`src/hw/rtl/radconv_pkg.sv`:
```
// Shared types, constants and character helpers for the radix converter.
// No dependencies; every other RTL file but the checker refers to this package by scoped names.
`default_nettype none

package radconv_pkg;

  localparam int IN_DIGITS  = 7;   // most input digits accepted per number
  localparam int OUT_DIGITS = 7;   // width of the output character field

  localparam int ACC_W    = 4 * IN_DIGITS;                        // holds 16**IN_DIGITS - 1
  localparam int SEEN_W   = $clog2(IN_DIGITS + 1);
  localparam int CNT_W    = $clog2(OUT_DIGITS + 1);
  localparam int POS_W    = (OUT_DIGITS > 1) ? $clog2(OUT_DIGITS) : 1;
  localparam int DSTEP_W  = (IN_DIGITS > 1) ? $clog2(IN_DIGITS) : 1;
  localparam int ERR_LEN  = 5;

  localparam logic [4:0] BASE_MIN   = 5'd2;
  localparam logic [4:0] BASE_MAX   = 5'd16;
  localparam logic [4:0] BASE_RESET = 5'd10;

  localparam logic [6:0] CH_SPACE = 7'h20;
  localparam logic [6:0] CH_ZERO  = 7'h30;
  localparam logic [6:0] CH_NINE  = 7'h39;
  localparam logic [6:0] CH_A     = 7'h41;
  localparam logic [6:0] CH_F     = 7'h46;
  localparam logic [6:0] CH_E     = 7'h45;
  localparam logic [6:0] CH_R     = 7'h52;
  localparam logic [6:0] CH_O     = 7'h4F;

  typedef enum logic [1:0] {
    ST_IN,
    ST_DIV,
    ST_EMIT
  } state_t;

  typedef enum logic [1:0] {
    MD_NUM,
    MD_ZERO,
    MD_ERR
  } mode_t;

  typedef struct packed {
    logic       legal;
    logic [3:0] val;
  } dec_t;

  // Number as it stands once the current character is folded in.
  typedef struct packed {
    logic [ACC_W-1:0] value;
    logic             bad;
    logic [4:0]       dst_base;
  } fin_t;

  function automatic dec_t decode_char(input logic [6:0] c);
    dec_t d;
    d.legal = 1'b1;
    d.val   = 4'd0;
    if (c inside {[CH_ZERO:CH_NINE]}) begin
      d.val = 4'(c - CH_ZERO);
    end else if (c inside {[CH_A:CH_F]}) begin
      d.val = 4'(c - CH_A + 7'd10);
    end else begin
      d.legal = 1'b0;
    end
    return d;
  endfunction

  function automatic logic [6:0] digit_ascii(input logic [3:0] d);
    logic [6:0] c;
    if (d > 4'd9) begin
      c = CH_A + 7'(d) - 7'd10;
    end else begin
      c = CH_ZERO + 7'(d);
    end
    return c;
  endfunction

  // Character of the right-justified "ERROR" text at field position pos.
  function automatic logic [6:0] err_char(input logic [POS_W-1:0] pos);
    int         t;
    logic [6:0] c;
    t = int'(pos) + ERR_LEN - OUT_DIGITS;
    case (t)
      0:       c = CH_E;
      1:       c = CH_R;
      2:       c = CH_R;
      3:       c = CH_O;
      4:       c = CH_R;
      default: c = CH_SPACE;
    endcase
    return c;
  endfunction

endpackage

`default_nettype wire

```
`src/hw/rtl/radconv_acc.sv`:
```
// Input front end: digit decode, base sampling and value accumulation.
// Depends on radconv_pkg.
`default_nettype none

module radconv_acc (
  input  wire logic                clk,
  input  wire logic                rst,
  input  wire logic                accept,
  input  wire logic [6:0]          digit_char,
  input  wire logic [4:0]          src_base,
  input  wire logic [4:0]          dst_base,
  input  wire logic                last_digit,
  output radconv_pkg::fin_t        fin
);

  logic [radconv_pkg::ACC_W-1:0]  acc;
  logic [radconv_pkg::SEEN_W-1:0] seen;
  logic                           bad;
  logic [4:0]                     held_src;
  logic [4:0]                     held_dst;

  logic                           first;
  logic [4:0]                     src_eff;
  logic [4:0]                     dst_eff;
  logic                           base_bad;
  logic                           legal;
  logic                           over;
  radconv_pkg::dec_t              dec;
  logic [radconv_pkg::ACC_W+4:0]  prod;
  logic [radconv_pkg::ACC_W-1:0]  acc_next;
  logic [radconv_pkg::SEEN_W-1:0] seen_next;
  logic                           bad_next;

  always_comb begin
    first    = (seen == '0);
    src_eff  = first ? src_base : held_src;
    dst_eff  = first ? dst_base : held_dst;
    base_bad = first && (src_base < radconv_pkg::BASE_MIN || src_base > radconv_pkg::BASE_MAX ||
                         dst_base < radconv_pkg::BASE_MIN || dst_base > radconv_pkg::BASE_MAX);
    dec      = radconv_pkg::decode_char(digit_char);
    legal    = dec.legal && ({1'b0, dec.val} < src_eff);
    over     = (seen >= radconv_pkg::SEEN_W'(radconv_pkg::IN_DIGITS));
    prod     = acc * src_eff;
    if (over || !legal) begin
      acc_next = acc;
    end else begin
      acc_next = prod[radconv_pkg::ACC_W-1:0] + radconv_pkg::ACC_W'(dec.val);
    end
    seen_next    = over ? seen : seen + 1'b1;
    bad_next     = bad | base_bad | over | !legal;
    fin.value    = acc_next;
    fin.bad      = bad_next;
    fin.dst_base = dst_eff;
  end

  always_ff @(posedge clk) begin
    if (rst) begin
      acc      <= '0;
      seen     <= '0;
      bad      <= 1'b0;
      held_src <= radconv_pkg::BASE_RESET;
      held_dst <= radconv_pkg::BASE_RESET;
    end else if (accept) begin
      if (first) begin
        held_src <= src_base;
        held_dst <= dst_base;
      end
      // Drop the number once its last character is in.
      if (last_digit) begin
        acc  <= '0;
        seen <= '0;
        bad  <= 1'b0;
      end else begin
        acc  <= acc_next;
        seen <= seen_next;
        bad  <= bad_next;
      end
    end
  end

endmodule

`default_nettype wire

```
`src/hw/rtl/radconv_div.sv`:
```
// Shared divider: restoring division of the value by a small base, four bits per cycle.
// Depends on radconv_pkg.
`default_nettype none

module radconv_div (
  input  wire logic                          clk,
  input  wire logic                          rst,
  input  wire logic                          start,
  input  wire logic [radconv_pkg::ACC_W-1:0] dividend,
  input  wire logic [4:0]                    divisor,
  output logic                               done,
  output logic [radconv_pkg::ACC_W-1:0]      quotient,
  output logic [3:0]                         remainder
);

  logic                            busy;
  logic [radconv_pkg::DSTEP_W-1:0] step;
  logic [radconv_pkg::ACC_W-1:0]   work;
  logic [4:0]                      rem;
  logic [4:0]                      div;
  logic [radconv_pkg::ACC_W-1:0]   work_next;
  logic [4:0]                      rem_next;

  // Four quotient bits per cycle; the remainder stays below the divisor.
  always_comb begin
    logic [4:0]                    r;
    logic [4:0]                    r2;
    logic [radconv_pkg::ACC_W-1:0] w;
    r = rem;
    w = work;
    for (int k = 0; k < 4; k++) begin
      r2 = {r[3:0], w[radconv_pkg::ACC_W-1]};
      w  = {w[radconv_pkg::ACC_W-2:0], 1'b0};
      if (r2 >= div) begin
        r    = r2 - div;
        w[0] = 1'b1;
      end else begin
        r = r2;
      end
    end
    work_next = w;
    rem_next  = r;
  end

  always_ff @(posedge clk) begin
    if (rst) begin
      busy <= 1'b0;
      done <= 1'b0;
      step <= '0;
    end else if (start) begin
      busy <= 1'b1;
      done <= 1'b0;
      step <= '0;
    end else if (busy) begin
      step <= step + 1'b1;
      if (step == radconv_pkg::DSTEP_W'(radconv_pkg::IN_DIGITS - 1)) begin
        busy <= 1'b0;
        done <= 1'b1;
      end
    end else begin
      done <= 1'b0;
    end
  end

  always_ff @(posedge clk) begin
    if (start) begin
      work <= dividend;
      rem  <= '0;
      div  <= divisor;
    end else if (busy) begin
      work <= work_next;
      rem  <= rem_next;
    end
  end

  assign quotient  = work;
  assign remainder = rem[3:0];

endmodule

`default_nettype wire

```
`src/hw/rtl/radix_converter_top.sv`:
```
// Radix converter top level: input front end, shared divider, digit store and output register.
// Depends on radconv_pkg, radconv_acc and radconv_div.
`default_nettype none

// A number arrives as ASCII digit items, most significant first, one item per
// cycle while in_stall is low; the source and target bases (2 to 16) are taken
// with the first item. The item flagged last_digit closes the number: the
// block then raises in_stall while it converts and emits exactly seven result
// items, the field right-justified and padded with spaces, a single '0' for
// zero, and right-justified "ERROR" for an illegal character, a base out of
// range, more than seven input digits or a result that needs more than seven
// digits. Conversion runs on one shared divider that retires four quotient bits
// a cycle; each output digit takes seven division steps and is then stored in
// the digit store, and no division runs for zero or bad input. Emission then
// follows, holding while out_stall is high. The last result item may still
// wait in the output register while the first item of the next number is
// taken.
module radix_converter_top (
  input  wire logic       clk,
  input  wire logic       rst,
  input  wire logic       in_valid,
  output logic            in_stall,
  input  wire logic [6:0] digit_char,
  input  wire logic [4:0] src_base,
  input  wire logic [4:0] dst_base,
  input  wire logic       last_digit,
  output logic            out_valid,
  input  wire logic       out_stall,
  output logic [6:0]      out_char,
  output logic            last_char
);

  radconv_pkg::state_t            state;
  radconv_pkg::state_t            state_next;
  radconv_pkg::mode_t             mode;
  logic [radconv_pkg::CNT_W-1:0]  count;
  logic [radconv_pkg::POS_W-1:0]  pos;
  logic [4:0]                     dst;
  logic [3:0]                     digits [radconv_pkg::OUT_DIGITS];

  radconv_pkg::fin_t              fin;
  logic                           accept;
  logic                           close_num;
  logic                           load;
  logic                           div_start;
  logic [radconv_pkg::ACC_W-1:0]  div_dividend;
  logic [4:0]                     div_divisor;
  logic                           div_done;
  logic [radconv_pkg::ACC_W-1:0]  quotient;
  logic [3:0]                     remainder;
  logic                           last_slot;
  logic                           last_pos;
  logic [6:0]                     ch;
  logic [radconv_pkg::CNT_W-1:0]  pad;

  assign accept    = in_valid && !in_stall;
  assign close_num = accept && last_digit;
  assign load      = !out_valid || !out_stall;
  assign last_slot = (count == radconv_pkg::CNT_W'(radconv_pkg::OUT_DIGITS - 1));
  assign last_pos  = (pos == radconv_pkg::POS_W'(radconv_pkg::OUT_DIGITS - 1));

  radconv_acc u_acc (
    .clk        (clk),
    .rst        (rst),
    .accept     (accept),
    .digit_char (digit_char),
    .src_base   (src_base),
    .dst_base   (dst_base),
    .last_digit (last_digit),
    .fin        (fin)
  );

  radconv_div u_div (
    .clk       (clk),
    .rst       (rst),
    .start     (div_start),
    .dividend  (div_dividend),
    .divisor   (div_divisor),
    .done      (div_done),
    .quotient  (quotient),
    .remainder (remainder)
  );

  // Next state.
  always_comb begin
    state_next = state;
    case (state)
      radconv_pkg::ST_IN: begin
        if (close_num) begin
          if (fin.bad || fin.value == '0) begin
            state_next = radconv_pkg::ST_EMIT;
          end else begin
            state_next = radconv_pkg::ST_DIV;
          end
        end
      end
      radconv_pkg::ST_DIV: begin
        if (div_done && (quotient == '0 || last_slot)) begin
          state_next = radconv_pkg::ST_EMIT;
        end
      end
      radconv_pkg::ST_EMIT: begin
        if (load && last_pos) begin
          state_next = radconv_pkg::ST_IN;
        end
      end
      default: state_next = radconv_pkg::ST_IN;
    endcase
  end

  // Outputs of the sequencer: handshake and divider launch.
  always_comb begin
    in_stall     = 1'b1;
    div_start    = 1'b0;
    div_dividend = quotient;
    div_divisor  = dst;
    case (state)
      radconv_pkg::ST_IN: begin
        in_stall     = 1'b0;
        div_start    = close_num && !fin.bad && fin.value != '0;
        div_dividend = fin.value;
        div_divisor  = fin.dst_base;
      end
      radconv_pkg::ST_DIV: begin
        // Go again on the quotient while digits remain and the field has room.
        div_start = div_done && quotient != '0 && !last_slot;
      end
      radconv_pkg::ST_EMIT: begin
        in_stall = 1'b1;
      end
      default: in_stall = 1'b1;
    endcase
  end

  // Character for the current field position; the digit store holds the
  // least significant digit at index zero.
  always_comb begin
    pad = radconv_pkg::CNT_W'(radconv_pkg::OUT_DIGITS) - count;
    ch  = radconv_pkg::CH_SPACE;
    case (mode)
      radconv_pkg::MD_ERR: begin
        ch = radconv_pkg::err_char(pos);
      end
      radconv_pkg::MD_ZERO: begin
        if (last_pos) begin
          ch = radconv_pkg::CH_ZERO;
        end
      end
      radconv_pkg::MD_NUM: begin
        if (radconv_pkg::CNT_W'(pos) >= pad) begin
          ch = radconv_pkg::digit_ascii(
                 digits[radconv_pkg::POS_W'(radconv_pkg::OUT_DIGITS - 1) - pos]);
        end
      end
      default: ch = radconv_pkg::CH_SPACE;
    endcase
  end

  always_ff @(posedge clk) begin
    if (rst) begin
      state     <= radconv_pkg::ST_IN;
      mode      <= radconv_pkg::MD_NUM;
      count     <= '0;
      pos       <= '0;
      out_valid <= 1'b0;
    end else begin
      state <= state_next;
      if (state == radconv_pkg::ST_IN && close_num) begin
        count <= '0;
        pos   <= '0;
        if (fin.bad) begin
          mode <= radconv_pkg::MD_ERR;
        end else if (fin.value == '0) begin
          mode <= radconv_pkg::MD_ZERO;
        end else begin
          mode <= radconv_pkg::MD_NUM;
        end
      end
      if (state == radconv_pkg::ST_DIV && div_done) begin
        count <= count + 1'b1;
        // Seventh digit stored and value still not exhausted: field too narrow.
        if (quotient != '0 && last_slot) begin
          mode <= radconv_pkg::MD_ERR;
        end
      end
      if (load) begin
        out_valid <= (state == radconv_pkg::ST_EMIT);
        if (state == radconv_pkg::ST_EMIT) begin
          pos <= pos + 1'b1;
        end
      end
    end
  end

  // Payload registers.
  always_ff @(posedge clk) begin
    if (state == radconv_pkg::ST_IN && close_num) begin
      dst <= fin.dst_base;
    end
    if (state == radconv_pkg::ST_DIV && div_done) begin
      digits[count[radconv_pkg::POS_W-1:0]] <= remainder;
    end
    if (load && state == radconv_pkg::ST_EMIT) begin
      out_char  <= ch;
      last_char <= last_pos;
    end
  end

endmodule

`default_nettype wire

```
`config.mk`:
```
export PLATFORM = sky130hd
export DESIGN_NAME = radix_converter_top
export DESIGN_NICKNAME = d
export VERILOG_FILES = /design/src/hw/rtl/radconv_pkg.sv /design/src/hw/rtl/radconv_acc.sv /design/src/hw/rtl/radconv_div.sv /design/src/hw/rtl/radix_converter_top.sv
export SDC_FILE = /design/constraint.sdc
export NUM_CORES = 1
export LEC_CHECK = 0
export ABC_AREA = 1
export BUFFER_PORTS_ARGS = -buffer_cell sky130_fd_sc_hd__buf_2
export CAP_MARGIN = 10
export CORE_MARGIN = 5
export CORE_UTILIZATION = 61
export DETAILED_ROUTE_END_ITERATION = 8
export MAX_ROUTING_LAYER = met4
export PLACE_DENSITY = 0.78
export SYNTH_ARGS = -nofsm -noshare
export SYNTH_HDL_FRONTEND = slang
export SYNTH_SLANG_ARGS = --single-unit
```
`constraint.sdc`:
```
create_clock -name clk -period 19.84 [get_ports clk]
set_input_delay 0 -clock clk [delete_from_list [all_inputs] [get_ports clk]]
set_output_delay 0 -clock clk [all_outputs]
set_load 0.01 [all_outputs]
```
After elaboration in Yosys (flattened, before gate mapping)
Memories as Yosys holds them, arrays and structs flattened.
Cells that the tools add are included.
Widths: inputs -> output; s select.
- $add $sub $neg: 19
- multipliers: 1
- div/mod/pow operators: 0
- order comparisons: 16
- eq/ne operators: 16
- shift-type cells: 0
- mux-type cells: 50
- bitwise gates (word level): 4
- reductions and logical operators: 44
- operators by type and width (operator ; count):
    $mux 28 ; 5
    $eq 32x2->1 const B ; 2
    $logic_not 28->1 ; 2
    $reduce_bool 28->1 ; 2
    $pmux 7 s3 ; 2
    $eq 32x1->1 const B ; 1
    $eq 32x3->1 const B ; 1
    $logic_not 32->1 ; 1
    $add 28x4->28 ; 1
    $mul 28x5->28 ; 1
    $mux 4 ; 6
    $mux 3 ; 7
    $ge 5x5->1 ; 4
    $mux 5 ; 4
    $logic_and 1x1->1 ; 16
    $mux 2 ; 8
    $sub 4x4->4 ; 4
    $mux 1 ; 14
    $mux 7 ; 2
    $add 3x1->3 const B ; 4
    $gt 5x5->1 const B ; 2
    $lt 5x2->1 const B ; 2
    $eq 3x3->1 const B ; 3
    $ne 2x2->1 const B ; 4
    32 further kinds ; 52
- register bits after elaboration: 108
- latch bits: 0
- RAM bits: 28
- ROM bits: 0
- input port bits: 22
- output and inout bits: 10
- word-level logic and storage cells: 170
- memories: 1
- memory list (name ; words ; bits a word ; read ports ; clocked after memory_dff ; wr ports ; RTL line ; source):
    digits ; 7 ; 4 ; 1 ; 0 ; 1 ; radix_converter_top.sv:39 ; logic [3:0] digits [radconv_pkg::OUT_DIGITS];

Longest topological paths before layout
Gate-level depths: netlist (run 1).
- depth in word-level cells: 15
- gate-level depth with buffers: 39
- mapped depth without buffers: 39

Modules after synthesis
A second synthesis (run 1) with hierarchy kept.
- cells, all modules: 1759
- area, all modules: 12715.9 µm²
- modules (own cells, without submodules) (module ; times used ; cells an instance ; area an instance (µm²) ; sequential area each (µm²)):
    radconv_acc ; 1 ; 1053 ; 6935.4 ; 840.8
    radix_converter_top ; 1 ; 399 ; 3119.2 ; 1451.4
    radconv_div ; 1 ; 307 ; 2661.3 ; 1171.1

Worst setup path after synthesis (run 1)
OpenSTA, ideal clock, no wires.
- path type: flip-flop to flip-flop
- start point: register u_acc.seen[0] (netlist name)
- end point: register u_div.work (netlist bit u_div.quotient[0]), enable pin
- setup time: 0.610 ns
- arrival: 5.884 ns
- data required time: 19.230 ns
- path slack: 13.347 ns
- stages on the path, launching flop included: 34
- path buffers: 3
- period minus slack after synthesis: 6.493 ns
- cells stage by stage: dfxtp_1 inv_1 ha_1 inv_1 nor2_4 nand2_1 nand2_2 clkbuf_1 inv_1 clkbuf_1 nand2_1 fa_1 fa_1 inv_1 fa_1 ha_1 nand2_1 nor2_1 inv_1 nor2_1 nand3_1 nand3_1 nand2_1 nand2_1 nor2_1 nor2_1 nand2_1 nor2_1 nand2_1 nor2_2 nand2_2 nand2_4 buf_4 o21ai_0
- longest elaborated chain between the ends: 12
- elaborated cells on any way between the ends: 22
- those cells by class: add/sub (1); mul (1); order compare (2); eq/ne (1); mux (3); bitwise (3); reduce/logical (11)
- ends and longest elaborated chain (element ; RTL line ; source):
    start, declared ; radconv_acc.sv:17 ; logic [radconv_pkg::SEEN_W-1:0] seen;
    start signal, assigned ; radconv_acc.sv:75 ; seen <= seen_next;
    branches (longest 8 deep; another with $mul 28x5->28) ; -- ;
    $logic_and 1x1->1 (*) ; radix_converter_top.sv:120 ; div_start = close_num && !fin.bad && fin.value != '0;
    $pmux 1 s2 (*) ; radix_converter_top.sv:117 ; case (state)
    $ne 2x1->1 (no source line) / $reduce_bool 2->1 (equally long branches) ; -- ;
    $reduce_and 2->1 (no source line) (*) ; -- ;
    end signal, assigned ; radconv_div.sv:67 ; work <= dividend;
    end signal, assigned ; radconv_div.sv:71 ; work <= work_next;
    end, declared ; radconv_div.sv:18 ; logic [radconv_pkg::ACC_W-1:0] work;
Mark *: on every way between the ends.
A chain may end at the register's enable or synchronous reset.

Final worst setup path (run 1)
- start point: register u_div.div[1]
- end point: register u_div.work (netlist bit u_div.quotient[0]), data pin
- longest elaborated chain between the ends: 10
- elaborated cells on any way between the ends: 13
- those cells by class: add/sub (3); order compare (4); mux (6)
- ends and longest elaborated chain (element ; RTL line ; source):
    start, declared ; radconv_div.sv:20 ; logic [4:0] div;
    start signal, assigned ; radconv_div.sv:69 ; div <= divisor;
    $sub 4x4->4 / $ge 5x5->1 (equally long branches) ; radconv_div.sv:35, radconv_div.sv:34 ;
    $mux 4 ; radconv_div.sv:34 ; if (r2 >= div) begin
    $sub 4x4->4 / $ge 5x5->1 (equally long branches) ; radconv_div.sv:35, radconv_div.sv:34 ;
    $mux 4 ; radconv_div.sv:34 ;
    $sub 4x4->4 / $ge 5x5->1 (equally long branches) ; radconv_div.sv:35, radconv_div.sv:34 ;
    $mux 4 ; radconv_div.sv:34 ;
    $ge 5x5->1 (*) ; radconv_div.sv:34 ;
    $mux 1 (*) ; radconv_div.sv:34 ;
    $mux 28 (*) ; radconv_div.sv:70 ; end else if (busy) begin
    $mux 28 (*) ; radconv_div.sv:66 ; if (start) begin
Every way passes the cells marked *; elsewhere a longest branch is shown, timed or not. The select of a mux whose other input is x is not followed.

==> results of run 1 <==
## sequential cells by signal (all words and copies together), names as in the netlist, 2 cells and up
register        flops
u_acc.held_src      5
dst                 5
mode                2
digits             28
u_div.div           5
u_div.rem           4
u_acc.seen          3
pos                 3
count               3
u_acc.held_dst      5
u_div.step          3
out_char            7
u_acc.acc          28
u_div.quotient     28
state               2
## critical path, delay by kind of cell, from the launching register on
kind            cells  cell delay (ns)
compound gates     13             3.06
fa+ha+maj           4             1.20
simple gates       11             0.99
buf+inv             6             0.86
flops               1             0.51
mux                 1             0.25
## final timing paths
path | from | end
worst max-delay path | u_div.div[1] | u_div.quotient[0]
worst max register to register | u_div.div[1] | u_div.quotient[0]
worst min register to register | u_acc.held_dst[1] | u_acc.held_dst[1]
worst min-delay path | dst_base[4] | u_acc.held_dst[4]
## cell families after synthesis
family,after synthesis
adder cells (fa/ha/maj),176
AO/OA/AOI/OAI,194
AND/OR/NAND/NOR,844
flip-flops,136
buffers and inverters,364
XOR/XNOR,19
multiplexers,2
## cell usage in the layout (no fill, tap or decap), types with 6 or more instances in the layout
master	count
nand4_1	21
nand3_1	81
nor4_1	7
edfxtp_1	74
nor2_1	182
a21oi_1	88
xnor2_1	7
inv_2	7
inv_1	315
nand2_1	518
nand3b_1	6
dfxtp_1	62
xor2_1	12
nor3_1	10
fa_1	78
clkbuf_16	17
buf_4	6
ha_1	98
buf_2	31
a211oi_1	6
o21ai_0	63
## power groups by stage
stage | logic [mW] | registers (mW) | clock network (mW)
5_1_grt | 0.542 | 0.366 | 0.329
6_report | 0.489 | 0.361 | 0.314
2_1_floorplan | 0.352 | 0.360 | 0
4_1_cts | 0.482 | 0.362 | 0.314
3_5_place_dp | 0.475 | 0.367 | 0
3_3_place_gp | 0.459 | 0.366 | 0
## layer usage
layer	share of wire, %	up-vias
li1	-	5473
met1	42	5188
met2	51	334
met3	5.3	53
met4	2.3	0
met5	0	-
## cell type report
cell class	instances	area, um2	area share [%]
clock inverters	15	158	1.18
multi-input cells	1235	7510	56.3
repair buffers	40	230	1.73
inverters	323	1210	9.09
clock buffers	17	425	3.19
well taps	270	338	2.53
flip-flops and latches	136	3460	26.0
## repair_timing
item	in CTS	in global routing
hold endpoints to repair	4	0
gates resized for setup	0	0
hold buffers	3	0
==> impl_metrics.ini, run 1 <==
[status]
outcome = completed

[cells_and_area]
finish.net_count = 1951
area_delta_synth_final_pct = 7.62
diodes = 0
nFillCells = 1707
drive_gt1_share_pct = 5.66
instances_no_fill = 2036
fin_area_um2 = 13300
utilization_pct = 66.3

[sta]
hold_ws_ns = 0.0145
maxSlewViolCount = 0
fmax_ghz = 0.140
tns_ns = 0
rsz0062_at_grt = no
period_minus_slack_ns = 7.13
fin_crit_sh_pct = 36.0
slew_headroom_pct = 28.2
timing.final.ws_setup_ns = 12.71
setup_viol = 0
worst_pin_slew_ns = 1.07
skew_ns = 0.0142
hold_violations = 0

[logic_synthesis]
synth_area_leaders = edfxtp_1, nand2_1, fa_1, dfxtp_1, ha_1
netlist_instances = 1735
avgSynthCellArea_um2 = 7.14
synth_adder_area_share_pct = 22.5
yosysUniqueCellTypes = 48
synth_top_area_share_pct = 17.9
synth_compound_area_share_pct = 8.65
yosys_warnings = 0
synthSimpleGateAreaFrac_pct = 27.9
yosys_register_bits = 136
synth.most_common_cell = nand2_1
synth_commonest_cells = nand2_1, inv_1, nor2_1
async_reset_ff_share_pct = 0
synth_top_family_by_area = simple AND/OR/NAND/NOR gates
synth_nets = 1933
synth_flop_cell = edfxtp_1
synth_edf_count = 74
synth.largest_area_cell = edfxtp_1
yosysSeqAreaShare_pct = 27.9
synthesis.area_um2 = 12400
synth.area.mux_share_pct = 0.172
synth-xor-area-share_pct = 1.34

[global_route]
grt_pass1_wl_mm = 52.0
gr-total-overflow = 0
grtUsageMet3_pct = 3.21
grt_use_met1_pct = 33.9
grt_pass1_vias = 10900
grt_use_met2_pct = 48.6
globalRoute.busiestLayer = met2
grt.total_usage_pct = 27.7
grt_max_degree = 46
grt_antenna_before_repair = 0

[placement]
gp_congestion = 0.949
hpwl_mm = 24.0
io_buffers = 31
pre_cts_ws_ns = 12.81
place_area_um2 = 12700
dp_cells = 2001

[detailed_routing]
routedWlPerCell_um = 15.2
dr_total_vias = 11000
vias_per_cell = 5.43
antenna_left = 0
drt-total-wl_mm = 30.9
drcViolationCount = 0
drtPass1Iterations = 5
drt-initial-drc-count = 862

[floorplanning]
die_x_um = 153
fp.dieH_um = 153
rows = 52
start_util_pct = 61.6
die-area_um2 = 23300
ioPinCount = 32
core_um2 = 20100

[flow_run]
drv_cap = 0

[clock_network]
postCtsSetupBuffers = 0
worstSkewPairLatency_ns = 0.42
cts_root_buf = clkbuf_16
cts_sinks = 136
htreeDepth = 4
clock_path_buffers = 2
cts_tree = built
clkSlewWorstSetupHoldPaths_ns = 0.06
numCtsBuffers = 17

[hold_path]
hold_path_class = input port to register
hold_depth = 3

[pwr]
irDropWorstVdd_uv = 67.3
seq_power_share_pct = 31.0
power_switching_mw = 0.493
finalPower_mw = 1.16
p_sw_share_pct = 42.3
p_int_mw = 0.672
clkPwrFrac_pct = 27.0
p_comb_share_pct = 42.0
powerDensity_nw_per_um2 = 87.3
power.leakage_nw = 6.70

[critical_path]
critical_path_arrival_ns = 7.30
rr_worst_depth = 35
critPathKind = register to register
critPathLaunchType = register
cpMostUsedCell = nand2_1
cp.required_ns = 20.01
cp-end-kind = register
cp_slowest_cell = edfxtp_1
crit_fanout = 8
r2r_slack_ns = 12.71
slowest_delay_ns = 0.51
(Power assumes the default switching activity.)
==> inputs of run 2 (changes only) <==
--- a/config.mk
+++ b/config.mk
@@ -5,7 +5,7 @@
 export SDC_FILE = /design/constraint.sdc
 export NUM_CORES = 1
 export LEC_CHECK = 0
-export ABC_AREA = 1
+export ABC_AREA = 0
 export BUFFER_PORTS_ARGS = -buffer_cell sky130_fd_sc_hd__buf_2
 export CAP_MARGIN = 10
 export CORE_MARGIN = 5
==> constraint.sdc (replaced) <==
create_clock -name clk -period 7.3 [get_ports clk]
set_input_delay 0 -clock clk [delete_from_list [all_inputs] [get_ports clk]]
set_output_delay 0 -clock clk [all_outputs]
set_load 0.01 [all_outputs]
==> run 2 against run 1 <==
Core utilization grew 1.2 points. Sequential power grew to 2.5 times the previous value. Power grew 110%. Sequential share of layout area grew 0.55 points. Largest cell class unchanged. Highest routed layer unchanged.
==> impl_metrics.ini, run 2 <==
[critical_path]
crit_fanout = 21
critical_path_arrival_ns = 7.14
cp-end-kind = register
critPathKind = register to register
cp-startpoint = u_acc.seen[0]
cp.required_ns = 7.47
rr_startpoint = u_acc.seen[0]
critPathLaunchType = register

[logic_synthesis]
netlist_instances = 1303
synthesis.area_um2 = 11900
async_reset_ff_share_pct = 0
synth_edf_count = 74
synth_flop_cell = edfxtp_1
synth_top_area_share_pct = 18.7
synth_nets = 1501
yosysSeqAreaShare_pct = 29.1
yosys_register_bits = 136
synth_commonest_cells = nand2_1, inv_1, nor2_1
synth.largest_area_cell = edfxtp_1
synth_area_leaders = edfxtp_1, fa_1, dfxtp_1, ha_1, nand2_1
synth.most_common_cell = nand2_1
yosys_warnings = 0
yosysUniqueCellTypes = 71
avgSynthCellArea_um2 = 9.14

[sta]
skew_ns = 0.00882
fin_crit_sh_pct = 95.4
maxSlewViolCount = 0
tns_ns = 0
fmax_ghz = 0.144
worst_pin_slew_ns = 1.21
rsz0062_at_grt = no
period_minus_slack_ns = 6.97
hold_violations = 0
setup_viol = 0
slew_headroom_pct = 18.9

[placement]
io_buffers = 31
gp_congestion = 0.917
dp_cells = 1568
place_area_um2 = 12400
hpwl_mm = 22.2

[floorplanning]
die-area_um2 = 22400
ioPinCount = 32
die_x_um = 150
fp.dieH_um = 150
start_util_pct = 61.6
rows = 51
core_um2 = 19300

[detailed_routing]
antenna_left = 0
drt-total-wl_mm = 29.0
routedWlPerCell_um = 18.0
drt-initial-drc-count = 789
vias_per_cell = 5.97
drcViolationCount = 0
drtPass1Iterations = 6
dr_total_vias = 9615

[hold_path]
hold_path_class = input port to register
hold_start = last_digit

[pwr]
powerDensity_nw_per_um2 = 189
irDropWorstVdd_uv = 178
power.leakage_nw = 5.79

[cells_and_area]
diodes = 0
mostFrequentLayoutCells = nand2_1, inv_1, nor2_1
drive_gt1_share_pct = 10.4
fin_area_um2 = 13100
finish.net_count = 1531
area_delta_synth_final_pct = 9.66
final_common_cell = nand2_1
instances_no_fill = 1611

[flow_run]
drv_cap = 0

[clock_network]
numCtsBuffers = 17
cts_root_buf = clkbuf_16
cts_tree = built
cts_sinks = 136
clock_path_buffers = 2
worstSkewPairLatency_ns = 0.43
htreeDepth = 4
clkSlewWorstSetupHoldPaths_ns = 0.06

[global_route]
grt_pass1_wl_mm = 48.2
grt.total_usage_pct = 27.7
grt_pass1_vias = 9530
grt_antenna_before_repair = 0
gr-total-overflow = 0
grt_max_degree = 54

[status]
outcome = completed
==> run 2: kinds of logic (layout without fill, tap and decap cells) <==
group                    after synthesis  in the layout  synth area share (%)
XOR/XNOR                              33             33                  2.54
AO/OA/AOI/OAI                        246            247                  14.1
adder cells (fa/ha/maj)              176            176                  23.4
flip-flops                           136            136                  29.1
buffers and inverters                202            244                  6.53
multiplexers                          53             53                  5.81
AND/OR/NAND/NOR                      457            457                  18.5
==> run 2: layout make-up <==
| class | instances | area (um2) |
|---|---|---|
| multi-input combinational | 966 | 7710 |
| fill | 1517 | 6280 |
| sequential | 136 | 3460 |
| inverter | 148 | 556 |
| timing repair buffer | 64 | 430 |
| clock buffer | 17 | 425 |
| tap | 265 | 332 |
| clock inverter | 15 | 143 |
==> run 2: layer usage <==
| layer | routed length, um | global-route usage (%) | part of all wire, % |
|---|---|---|---|
| met1 | 12300 | 35.6 | 43 |
| met2 | 14400 | 46.0 | 50 |
| met3 | 1760 | 4.75 | 6.1 |
| met4 | 503 | 7.14 | 1.7 |
| met5 | 0 | - | 0 |
==> run 2: what timing repair did <==
action	CTS	global route
setup buffers	0	4
hold buffers	6	0
endpoints found under the hold margin	6	0
resized for setup	0	3
endpoints found under the setup margin	0	68
==> run 2: where the power goes <==
group	total, mW	switching [mW]	internal, mW
sequential	0.907	0.0428	0.864
combinational	0.735	0.417	0.318
clock	0.828	0.374	0.454
==> run 2: final timing paths <==
path	slack, ns	endpoint	cells after the start
worst max-delay path	0.33	u_div.quotient[8]	22
worst max register to register	0.33	u_div.quotient[8]	22
worst min-delay path	0.12	u_acc.seen[2]	4
worst min register to register	0.48	u_acc.held_dst[1]	2
==> run 2: critical path, cell delays in order (launching register included) <==
cell and delay (ns):
dfxtp_1 0.32, inv_1 0.09, ha_1 0.16, nor2b_4 0.24
mux2_2 0.41, buf_4 0.22, nand2_1 0.11, fa_1 0.43
fa_1 0.56, inv_1 0.06, fa_1 0.50, ha_1 0.47
nand2_1 0.15, o211a_1 0.28, o21a_1 0.25, a311o_1 0.37
a21boi_0 0.41, o21ai_0 0.18, a31oi_1 0.19, buf_4 0.16
nor4_4 0.06, o21ai_2 0.75, mux2_4 0.35
==> run 2: metrics by stage <==
step / setup slack (ns) / util, % / hold WS, ns / total power [mW]
after floorplan: 0.500 / - / 0.189 / 1.46
after global placement: 0.234 / 64.0 / 0.311 / 1.62
after detailed placement: 0.0842 / 64.0 / 0.322 / 1.64
after CTS: 0.00113 / 67.2 / 0.0930 / 2.47
after global routing: 0.00459 / 67.5 / 0.136 / 2.60
final: 0.333 / 67.5 / 0.124 / 2.47
